[src/cffsa_pkg.sv]
// ----------------------------------------------------------------------------
// cffsa_pkg
// Shared types, constants and helpers for the circular first-free slot
// allocator.
// ----------------------------------------------------------------------------
package cffsa_pkg;

  // Field widths of the transfer payloads and the count register, and its reset value
  localparam int SLOT_W    = 10;
  localparam int CNT_W     = 11;
  localparam int APB_W     = 32;
  localparam int CNT_RESET = 1024;

  // Flag memory row geometry
  localparam int ROW_W = 32;
  localparam int OFF_W = 5;

  // Request codes
  localparam logic FUNC_ALLOC   = 1'b0;
  localparam logic FUNC_RELEASE = 1'b1;

  // Sequencer states
  typedef enum logic [2:0] {
    ST_CLEAR,
    ST_IDLE,
    ST_FETCH,
    ST_SCAN,
    ST_PUSH,
    ST_RFETCH,
    ST_RWR
  } state_t;

  typedef logic [ROW_W-1:0] row_t;

  // Isolate the lowest set bit of a row
  function automatic row_t lowest_onehot(input row_t v);
    lowest_onehot = v & (~v + row_t'(1));
  endfunction

  // Bit position of a one-hot row
  function automatic logic [OFF_W-1:0] onehot_index(input row_t v);
    logic [OFF_W-1:0] idx;
    idx = '0;
    for (int i = 0; i < ROW_W; i++) begin
      if (v[i]) begin
        idx = idx | OFF_W'(i);
      end
    end
    onehot_index = idx;
  endfunction

endpackage

[src/circular_first_free_slot_allocator_unit.sv]
// ----------------------------------------------------------------------------
// circular_first_free_slot_allocator_unit
// Keeps one occupancy flag per slot in a row-organised memory and grants the
// first free slot at or after a preferred slot, wrapping round to slot 0.
// ----------------------------------------------------------------------------
//
//  Channel   Direction  Handshake                  Payload
//  in_       sink       in_valid / in_ready        in_func, in_slot
//  out_      source     out_valid / out_ready      out_granted_slot, out_no_free,
//                                                  out_bad_request
//  config    APB slave  psel / penable / pready    paddr, pwdata, prdata
//
//  An allocate fetches the row of the preferred slot, then searches the rows in
//  turn, wrapping round, until it finds a free slot or has come back to where
//  it began; one row of the flag memory is read and priority-encoded per cycle.
//  A release reads, modifies and writes back one row. After reset a clearing
//  pass zeroes the flag memory, with in_ready low. A result waiting on out_ready
//  holds the sequencer in its push state; in_ready is high whenever the sequencer is idle.
//
module circular_first_free_slot_allocator_unit #(
  parameter int MAX_SLOTS = 1024
) (
  input  logic                          clk,
  input  logic                          rst_n,
  // Request channel
  input  logic                          in_valid,
  output logic                          in_ready,
  input  logic                          in_func,
  input  logic [cffsa_pkg::SLOT_W-1:0]  in_slot,
  // Result channel
  output logic                          out_valid,
  input  logic                          out_ready,
  output logic [cffsa_pkg::SLOT_W-1:0]  out_granted_slot,
  output logic                          out_no_free,
  output logic                          out_bad_request,
  // Configuration port
  input  logic                          psel,
  input  logic                          penable,
  input  logic                          pwrite,
  input  logic [1:0]                    paddr,
  input  logic [cffsa_pkg::APB_W-1:0]   pwdata,
  output logic [cffsa_pkg::APB_W-1:0]   prdata,
  output logic                          pready
);

  import cffsa_pkg::*;

  localparam int ROWS = (MAX_SLOTS + ROW_W - 1) / ROW_W;
  localparam int RAW  = (ROWS > 1) ? $clog2(ROWS) : 1;

  // Registers
  state_t            state_r, state_nxt;
  logic [CNT_W-1:0]  slots_in_use_r;
  logic [RAW-1:0]    clr_r, clr_nxt;
  logic [RAW-1:0]    row_r, row_nxt;
  logic [RAW-1:0]    r0_r, r0_nxt;
  logic [OFF_W-1:0]  off_r, off_nxt;
  logic              first_r, first_nxt;
  logic              final_r, final_nxt;
  logic              wrapped_r, wrapped_nxt;
  logic [SLOT_W-1:0] res_slot_r, res_slot_nxt;
  logic              res_nofree_r, res_nofree_nxt;
  logic              res_bad_r, res_bad_nxt;
  logic              out_valid_r, out_valid_nxt;
  logic [SLOT_W-1:0] out_slot_r, out_slot_nxt;
  logic              out_nofree_r, out_nofree_nxt;
  logic              out_bad_r, out_bad_nxt;
  row_t              rd_data_r;

  // Flag memory
  row_t              flag_mem [ROWS];
  logic              mem_we;
  logic [RAW-1:0]    mem_waddr;
  logic [RAW-1:0]    mem_raddr;
  row_t              mem_wdata;

  // Datapath signals
  logic [CNT_W-1:0]  n_eff;
  logic [CNT_W-1:0]  n_m1;
  logic [RAW-1:0]    last_row;
  logic              in_xfer;
  logic              out_free;
  logic              req_in_range;
  logic [OFF_W-1:0]  lo_off;
  logic [OFF_W:0]    hi_cnt;
  row_t              lo_mask;
  row_t              hi_mask;
  row_t              free_v;
  row_t              pick;
  logic [OFF_W-1:0]  pick_idx;
  logic              found;
  logic              at_last;
  logic [RAW-1:0]    next_row;
  logic              next_final;

  // Config register write and read-back
  always_ff @(posedge clk) begin
    if (!rst_n) begin
      slots_in_use_r <= CNT_W'(CNT_RESET);
    end else if (psel && penable && pwrite && pready) begin
      slots_in_use_r <= pwdata[CNT_W-1:0];
    end
  end

  assign pready = 1'b1;
  assign prdata = APB_W'(slots_in_use_r) & {APB_W{paddr == 2'b00 || paddr != 2'b00}};

  // Effective count, saturated at the memory size
  assign n_eff = (APB_W'(slots_in_use_r) > APB_W'(MAX_SLOTS)) ? CNT_W'(MAX_SLOTS)
                                                                : slots_in_use_r;
  assign n_m1     = n_eff - CNT_W'(1);
  assign last_row = RAW'(n_m1 >> OFF_W);

  assign in_ready     = (state_r == ST_IDLE);
  assign in_xfer      = in_valid && in_ready;
  assign out_free     = !out_valid_r || out_ready;
  assign req_in_range = CNT_W'(in_slot) < n_eff;

  // Search window within the current row
  assign lo_off = first_r ? off_r : '0;
  always_comb begin
    if (final_r) begin
      hi_cnt = {1'b0, off_r};
    end else if (row_r == last_row) begin
      hi_cnt = {1'b0, n_m1[OFF_W-1:0]} + (OFF_W+1)'(1);
    end else begin
      hi_cnt = (OFF_W+1)'(ROW_W);
    end
  end
  assign lo_mask  = {ROW_W{1'b1}} << lo_off;
  assign hi_mask  = ROW_W'(({1'b0, {ROW_W{1'b0}}} | (ROW_W+1)'(1) << hi_cnt)
                           - (ROW_W+1)'(1));
  assign free_v   = ~rd_data_r & lo_mask & hi_mask;
  assign pick     = lowest_onehot(free_v);
  assign pick_idx = onehot_index(pick);
  assign found    = |free_v;

  // Next row of the circular walk
  assign at_last    = (row_r == last_row);
  assign next_row   = at_last ? '0 : row_r + RAW'(1);
  assign next_final = (next_row == r0_r) && (wrapped_r || at_last);

  // Next state
  always_comb begin
    state_nxt = state_r;
    unique case (state_r)
      ST_CLEAR: begin
        if (clr_r == RAW'(ROWS - 1)) state_nxt = ST_IDLE;
      end
      ST_IDLE: begin
        if (in_xfer) begin
          if (in_func == FUNC_RELEASE) begin
            state_nxt = req_in_range ? ST_RFETCH : ST_IDLE;
          end else begin
            state_nxt = req_in_range ? ST_FETCH : ST_PUSH;
          end
        end
      end
      ST_FETCH:  state_nxt = ST_SCAN;
      ST_SCAN: begin
        if (found || final_r) state_nxt = ST_PUSH;
      end
      ST_PUSH: begin
        if (out_free) state_nxt = ST_IDLE;
      end
      ST_RFETCH: state_nxt = ST_RWR;
      ST_RWR:    state_nxt = ST_IDLE;
      default:   state_nxt = ST_IDLE;
    endcase
  end

  // Datapath, memory control and result register
  always_comb begin
    clr_nxt        = clr_r;
    row_nxt        = row_r;
    r0_nxt         = r0_r;
    off_nxt        = off_r;
    first_nxt      = first_r;
    final_nxt      = final_r;
    wrapped_nxt    = wrapped_r;
    res_slot_nxt   = res_slot_r;
    res_nofree_nxt = res_nofree_r;
    res_bad_nxt    = res_bad_r;
    out_slot_nxt   = out_slot_r;
    out_nofree_nxt = out_nofree_r;
    out_bad_nxt    = out_bad_r;
    out_valid_nxt  = out_valid_r && !out_ready;
    mem_we         = 1'b0;
    mem_waddr      = row_r;
    mem_wdata      = rd_data_r;
    mem_raddr      = row_r;
    unique case (state_r)
      ST_CLEAR: begin
        mem_we    = 1'b1;
        mem_waddr = clr_r;
        mem_wdata = '0;
        clr_nxt   = clr_r + RAW'(1);
      end
      ST_IDLE: begin
        if (in_xfer) begin
          row_nxt        = RAW'(in_slot[SLOT_W-1:OFF_W]);
          r0_nxt         = RAW'(in_slot[SLOT_W-1:OFF_W]);
          off_nxt        = in_slot[OFF_W-1:0];
          first_nxt      = 1'b1;
          final_nxt      = 1'b0;
          wrapped_nxt    = 1'b0;
          res_slot_nxt   = '0;
          res_nofree_nxt = 1'b0;
          res_bad_nxt    = !req_in_range;
        end
      end
      ST_SCAN: begin
        if (found) begin
          // Claim the slot
          mem_we       = 1'b1;
          mem_waddr    = row_r;
          mem_wdata    = rd_data_r | pick;
          res_slot_nxt = SLOT_W'({row_r, pick_idx});
        end else if (final_r) begin
          res_nofree_nxt = 1'b1;
        end else begin
          // Fetch the next row while this one is checked
          mem_raddr   = next_row;
          row_nxt     = next_row;
          first_nxt   = 1'b0;
          final_nxt   = next_final;
          wrapped_nxt = wrapped_r || at_last;
        end
      end
      ST_PUSH: begin
        if (out_free) begin
          out_valid_nxt  = 1'b1;
          out_slot_nxt   = res_slot_r;
          out_nofree_nxt = res_nofree_r;
          out_bad_nxt    = res_bad_r;
        end
      end
      ST_RWR: begin
        mem_we    = 1'b1;
        mem_waddr = row_r;
        mem_wdata = rd_data_r & ~(row_t'(1) << off_r);
      end
      default: begin
      end
    endcase
  end

  // Control registers
  always_ff @(posedge clk) begin
    if (!rst_n) begin
      state_r     <= ST_CLEAR;
      clr_r       <= '0;
      out_valid_r <= 1'b0;
    end else begin
      state_r     <= state_nxt;
      clr_r       <= clr_nxt;
      out_valid_r <= out_valid_nxt;
    end
  end

  // Payload registers
  always_ff @(posedge clk) begin
    row_r        <= row_nxt;
    r0_r         <= r0_nxt;
    off_r        <= off_nxt;
    first_r      <= first_nxt;
    final_r      <= final_nxt;
    wrapped_r    <= wrapped_nxt;
    res_slot_r   <= res_slot_nxt;
    res_nofree_r <= res_nofree_nxt;
    res_bad_r    <= res_bad_nxt;
    out_slot_r   <= out_slot_nxt;
    out_nofree_r <= out_nofree_nxt;
    out_bad_r    <= out_bad_nxt;
  end

  // Flag memory: one write port, one registered read port
  always_ff @(posedge clk) begin
    if (mem_we) begin
      flag_mem[mem_waddr] <= mem_wdata;
    end
    rd_data_r <= flag_mem[mem_raddr];
  end

  assign out_valid        = out_valid_r;
  assign out_granted_slot = out_slot_r;
  assign out_no_free      = out_nofree_r;
  assign out_bad_request  = out_bad_r;

endmodule

[config.mk]
export PLATFORM = sky130hd
export DESIGN_NAME = circular_first_free_slot_allocator_unit
export DESIGN_NICKNAME = d
export VERILOG_FILES = /design/src/cffsa_pkg.sv /design/src/circular_first_free_slot_allocator_unit.sv
export SDC_FILE = /design/constraint.sdc
export NUM_CORES = 2
export LEC_CHECK = 0
export ABC_AREA = 1
export BUFFER_PORTS_ARGS = -buffer_cell sky130_fd_sc_hd__buf_2
export CAP_MARGIN = 20
export CORE_ASPECT_RATIO = 1.75
export CORE_MARGIN = 3
export CORE_UTILIZATION = 45
export DETAILED_ROUTE_END_ITERATION = 6
export GPL_TIMING_DRIVEN = 0
export PLACE_DENSITY = 0.67
export SLEW_MARGIN = 20
export SYNTH_ARGS = -nofsm -noshare
export SYNTH_HDL_FRONTEND = slang
export SYNTH_SLANG_ARGS = --single-unit
[constraint.sdc]
create_clock -name clk -period 9.3 [get_ports clk]
set_clock_uncertainty 0.05 [all_clocks]
set_input_delay 1.395 -clock clk [delete_from_list [all_inputs] [get_ports clk]]
set_output_delay 1.395 -clock clk [all_outputs]
set_load 0.01 [all_outputs]
; Word-level counts from Yosys, hierarchy flattened
; Memory sizes are Yosys's and may differ from the RTL's. A register that Yosys moved wholly into a read port is not among the register bits.
; Cells that the tools add are included.
; W data, S select, Z words.
[word_totals]
ff_bits = 62
word_cells = 199
n_memories = 1
out_inout_bits = 47
ramBits = 1024
inputBits = 52
[op_classes]
n_addsub = 6
n_bitwise = 9
muxes = 118
n_shift = 3
n_eq_ne = 18
order_cmp = 2
n_reduce_logical = 26
[mem_list]
columns = memory, words, word_bits, rd, rd_clocked_by_memory_dff, wr, line
row1 = flag_mem, 32, 32, 1, 1, 1, circular_first_free_slot_allocator_unit.sv:71  ; row_t flag_mem [ROWS];
[op_table]
columns = operator, count
row1 = $mux W5, 29
row2 = $and A32 B32 Y32, 4
row3 = $not A32 Y32, 3
row4 = $pmux W32 S3, 1
row5 = $mux W32, 2
row6 = $mux W10, 6
row7 = $mux W3, 17
row8 = $mux W1, 38
row9 = $mux W11, 3
row10 = $add A32 B1 Y32 const B, 1
row11 = $and A11 B32 Y32, 1
row12 = $mux W4, 8
row13 = $or A32 B32 Y32, 1
row14 = $reduce_or A32 Y1, 1
row15 = $shl A1 B5 Y32 const A, 1
row16 = $shl A1 B6 Y32 const A, 1
row17 = $shl A32 B5 Y32 const A, 1
row18 = $sub A32 B1 Y32 const B, 1
row19 = $pmux W10 S2, 1
row20 = $pmux W5 S2, 2
row21 = $mux W6, 3
row22 = $pmux W3 S6, 1
row23 = $ne A2 B2 Y1 const B, 7
row24 = $reduce_and A4 Y1, 3
row25 = 22 further kinds, 46

; Logic depth before layout (Yosys ltp)
[logic_depth]
ltp_word = 47
depth_mapped = 42

; Worst setup path after synthesis
; OpenSTA, ideal clock, no wires.
[synth_path]
kind = flip-flop to flip-flop
from = register slots_in_use_r[10]
to = memory flag_mem[0][0] (netlist bit) (enable)
period_less_slack_ps = 6180
setup_ps = 421
required_ps = 8829
arrival_time_ps = 5708
path_stages_with_launch = 33
slack_ps = 3120
cell_sequence = dfxtp_1 -> inv_2 -> buf_6 -> nand2_2 -> ha_1 -> inv_1 -> nor2_2 -> nand3_1 -> xor2_1 -> nand3_1 -> nor2_4 -> buf_6 -> nand2_1 -> nand2_1 -> inv_2 -> nor2_8 -> nand4_2 -> ha_1 -> nor4_1 -> nor2_1 -> nand2_1 -> clkinv_1 -> nand3_1 -> nor2_1 -> nand3_2 -> nor2_4 -> nand2_1 -> inv_1 -> nor2_1 -> inv_1 -> nand2_1 -> nand3_1 -> nor2_1
[synth_between]
elab_chain_len = 16
[synth_rtl]
columns = item, line
row1 = from (decl), circular_first_free_slot_allocator_unit.sv:53  ; logic [CNT_W-1:0] slots_in_use_r;
row2 = from (signal assigned), circular_first_free_slot_allocator_unit.sv:99  ; slots_in_use_r <= CNT_W'(CNT_RESET);
row3 = from (signal assigned), circular_first_free_slot_allocator_unit.sv:101  ; slots_in_use_r <= pwdata[CNT_W-1:0];
row4 = $gt A11 B11 Y1 *, circular_first_free_slot_allocator_unit.sv:109  ; assign n_eff = (APB_W'(slots_in_use_r) > APB_W'(MAX_SLOTS)) ? CNT_W'(MAX_SLOTS)
row5 = $mux W11 *, circular_first_free_slot_allocator_unit.sv:109
row6 = $sub A10 B1 Y10 *, circular_first_free_slot_allocator_unit.sv:111  ; assign n_m1 = n_eff - CNT_W'(1);
row7 = $add A5 B1 Y6 or $eq A5 B5 Y1 (tied branches), "circular_first_free_slot_allocator_unit.sv:125, circular_first_free_slot_allocator_unit.sv:124"
row8 = $mux W6 *, circular_first_free_slot_allocator_unit.sv:124  ; end else if (row_r == last_row) begin
row9 = $mux W6 * (2 in a row), circular_first_free_slot_allocator_unit.sv:122  ; if (final_r) begin
row10 = $shl A1 B6 Y32 *, circular_first_free_slot_allocator_unit.sv:131  ; assign hi_mask = ROW_W'(({1'b0, {ROW_W{1'b0}}} | (ROW_W+1)'(1) << hi_cnt)
row11 = $sub A32 B1 Y32 *, circular_first_free_slot_allocator_unit.sv:132  ; - (ROW_W+1)'(1));
row12 = $and A32 B32 Y32 *, circular_first_free_slot_allocator_unit.sv:133  ; assign free_v = ~rd_data_r & lo_mask & hi_mask;
row13 = $reduce_or A32 Y1 *, circular_first_free_slot_allocator_unit.sv:136  ; assign found = |free_v;
row14 = $mux W1 *, circular_first_free_slot_allocator_unit.sv:213  ; if (found) begin
row15 = $mux W1 *, circular_first_free_slot_allocator_unit.sv:192  ; unique case (state_r)
row16 = $pmux W1 S2 *, circular_first_free_slot_allocator_unit.sv:192
row17 = $mux W1 *, circular_first_free_slot_allocator_unit.sv:279  ; if (mem_we) begin
row18 = $mux W1 (implied by the code) *, circular_first_free_slot_allocator_unit.sv:280  ; flag_mem[mem_waddr] <= mem_wdata;
row19 = to (decl), circular_first_free_slot_allocator_unit.sv:71
; Mark *: on every way between the ends. The rest lies on a longest branch, timed or not. The select of a mux whose other input is x is not followed.

; Final worst setup path
[layout_path]
from = register slots_in_use_r[10]
to = memory flag_mem[22][27] (netlist bit) (enable)
; Same word-level chain as after synthesis.

==> impl_metrics.tcl <==
set metrics [dict create \
    area_delta_synth_final_pct 15.3 \
    critPathMaxStageDelay_ps 890 \
    fmax_ghz 0.115 \
    clock-sinks 1118 \
    startpoint "slots_in_use_r[10]" \
    drv_cap 0 \
    relSlewSlack_pct 17.0 \
    yosysTopAreaCellShare_pct 61.8 \
    synthArstFlopShare_pct 0 \
    yosys_warnings 0 \
    timing.rr.end "flag_mem[22][27]" \
    p_sw_share_pct 35.5 \
    ys_types 54 \
    p_leak_nw 24.4 \
    hp-class "flop to flop" \
    path_buf_inv 9 \
    vdd_drop_max_mv 0.150 \
    yosysTopAreaCell "edfxtp_1" \
    clockBufferDepth 3 \
    p_comb_share_pct 30.4 \
    yosys-top-cells-count "nand2_1, nand3_1, edfxtp_1" \
    design.core.area_mm2 0.114 \
    cp_top_family "simple AND/OR/NAND/NOR gates" \
    start_util_pct 45.3 \
    reg2reg_depth 33 \
    cts_resized 0 \
    status "finished clean" \
    row_count 164 \
    power_mw 16.1 \
    arrival_ps 9080 \
    seq_power_share_pct 43.3 \
    fillers 9958 \
    dr.pass1.iters 6 \
    cpMaxStageDelayCell "nor2_4" \
    crit_type "flop to flop" \
    clock_latency_ps 730 \
    syn_area_mm2 0.0518 \
    worst_setup_path_end_kind "flop" \
    cts_tree "done" \
    ioPinCount 99 \
    tightest_slew_ps 1250 \
    h-tree-depth 3 \
    ys_seq_elements 1118 \
    synth_top_flop_cell "edfxtp_1" \
    synth_edf_count 1066 \
    startpoint_type "flop" \
    final-hold-violation-count 0 \
    post-route-util_pct 52.3 \
    first_iter_violations 4592 \
    timing.final.crit_period_ps 8720 \
    fin_nets 5442 \
    synth_top_cells_by_area "edfxtp_1, nand3_1, nand2_1, inv_1, nand3b_1" \
    clockPowerShare_pct 26.3 \
    dp.cells 6768 \
    crit_cells 33 \
    numCtsBuffers 99 \
    r2r_start "slots_in_use_r[10]" \
    dieArea_mm2 0.119 \
    p_int_mw 10.4 \
    fin_ws_ps 579 \
    grt_max_degree 25 \
    cp.required_ps 9660 \
    grt_pass1_wl_mm 278 \
    dp_hpwl_mm 147 \
    rrSetupSlack_ps 580 \
    track_usage_pct 32.7 \
    power-per-cell-area_mw_per_mm2 269 \
    ant_nets 0 \
    dp_slack_ps 255 \
    drc_errors 0 \
    crit_end "flag_mem[22][27]" \
    cts_setup_buffers 0 \
    antenna_found_initial 7 \
    worstPathMaxFanout 17 \
    slew_viol_final 0 \
    layoutNonFillerInstCount 6954 \
    p_switching_mw 5.71 \
    cts-root-buf "clkbuf_16" \
    routedWlPerCell_um 28.5 \
    die_w_um 263 \
    grt_overflow 0 \
    vias_per_cell 5.81 \
    grt_pass1_vias 39951 \
    drive_gt1_share_pct 12.3 \
    rsz0062_at_grt "false" \
    synthCells 5123 \
    gp_congestion 0.943 \
    cp_common_cell "nand2_1" \
    io_buffers 53 \
    clkTransAtPathRegs_ps 60 \
    wirelength_mm 198 \
    setup_viol 0 \
    fin_crit_sh_pct 93.8 \
    ys_seq_area_share_pct 63.8 \
    synth.most_common_cell "nand2_1" \
    die_y_um 455 \
    avgSynthCellArea_um2 10.1 \
    postCtsHoldBufs 0 \
    vias 40374 \
    timing.hold.ws_ps 369 \
]
per-layer routing:
layer  up-vias  track usage [%]  wire length [µm]
li1      17873                -                 -
met1     19344             31.4             59200
met2      2312             57.9             99000
met3       837             5.94             15400
met4         8             32.8             24500
met5         -                0                51
power groups by stage:
stage / sequential, mW / combinational, mW / clock, mW
floorplan: 7.05 / 2.09 / 0
global placement: 7.24 / 3.84 / 0
detailed placement: 7.06 / 4.75 / 0
CTS: 6.95 / 4.77 / 4.25
global route: 6.99 / 5.08 / 4.44
finish: 6.96 / 4.89 / 4.23
kinds of logic (layout without fill, tap and decap cells):
logic type | count (synthesis) | after routing | synth area share (%)
xor+xnor | 11 | 11 | 0.200
flops | 1118 | 1118 | 63.8
buf+inv | 941 | 1254 | 7.77
other cells | 2 | 26 | 0.0145
fa+ha+maj | 15 | 15 | 0.362
compound gates | 149 | 149 | 1.66
simple gates | 2887 | 2887 | 26.2
worst min path at each step:
| stage | slack (ps) | endpoint | startpoint | cells after the start |
|---|---|---|---|---|
| final | 370 | out_granted_slot[5] | res_slot_r[5] | 0 |
| after global routing | 370 | out_bad_request | res_bad_r | 0 |
| after CTS | 370 | out_bad_request | res_bad_r | 0 |
| after detailed placement | 360 | out_bad_request | res_bad_r | 0 |
| after global placement | 360 | out_bad_request | res_bad_r | 0 |
| after floorplan | 350 | out_bad_request | res_bad_r | 0 |
flip-flops by register name, summed over array words and instances (netlist names), 3 cells and up:
register / cells
rd_data_r: 32
state_r: 3
r0_r: 5
flag_mem: 1024
res_slot_r: 10
off_r: 5
out_granted_slot: 10
clr_r: 5
slots_in_use_r: 11
row_r: 5
layout by cell type (no fill, tap or decap), drive strengths merged, types with 7 or more instances in the layout:
cell type  synthesis  routed
nand2           1233    1233
nand3           1081    1081
edfxtp          1066    1066
inv              612     615
buf              279     410
nand3b           260     260
nor2             222     222
clkbuf            43     168
a21oi             54      54
dfxtp             52      52
nand4             52      52
clkinv             7      45
o21ai             44      44
o22ai             24      24
nor3              23      23
conb               2      22
ha                15      15
bufinv             0      11
xor2               8       8
or2                8       8
a211oi             7       7
worst register-to-register path: cells and delay by family, from the launching register on:
family / cells / cell delay, ps
xor+xnor: 1 / 140
fa+ha+maj: 2 / 610
buf+inv: 9 / 1560
flops: 1 / 430
simple gates: 21 / 5620
per-stage QoR:
stage	setup TNS, ps	area, µm²
global placement	-1555370	54000
detailed placement	0	56500
CTS	0	59700
floorplan	0	51900
global route	0	59700
finish	0	59800
layout make-up:
type	count	area, µm²	share of cell area [%]
multi-input cells	3084	15500	25.9
inverters	619	2320	3.89
well taps	1494	1870	3.13
diodes	4	10.0	0.0168
repair buffers	131	2050	3.43
clock buffers	125	2640	4.41
plain buffers	322	1700	2.85
flip-flops and latches	1118	33100	55.3
clock inverters	57	621	1.04
No activity file was read; power rests on OpenSTA's default activity.
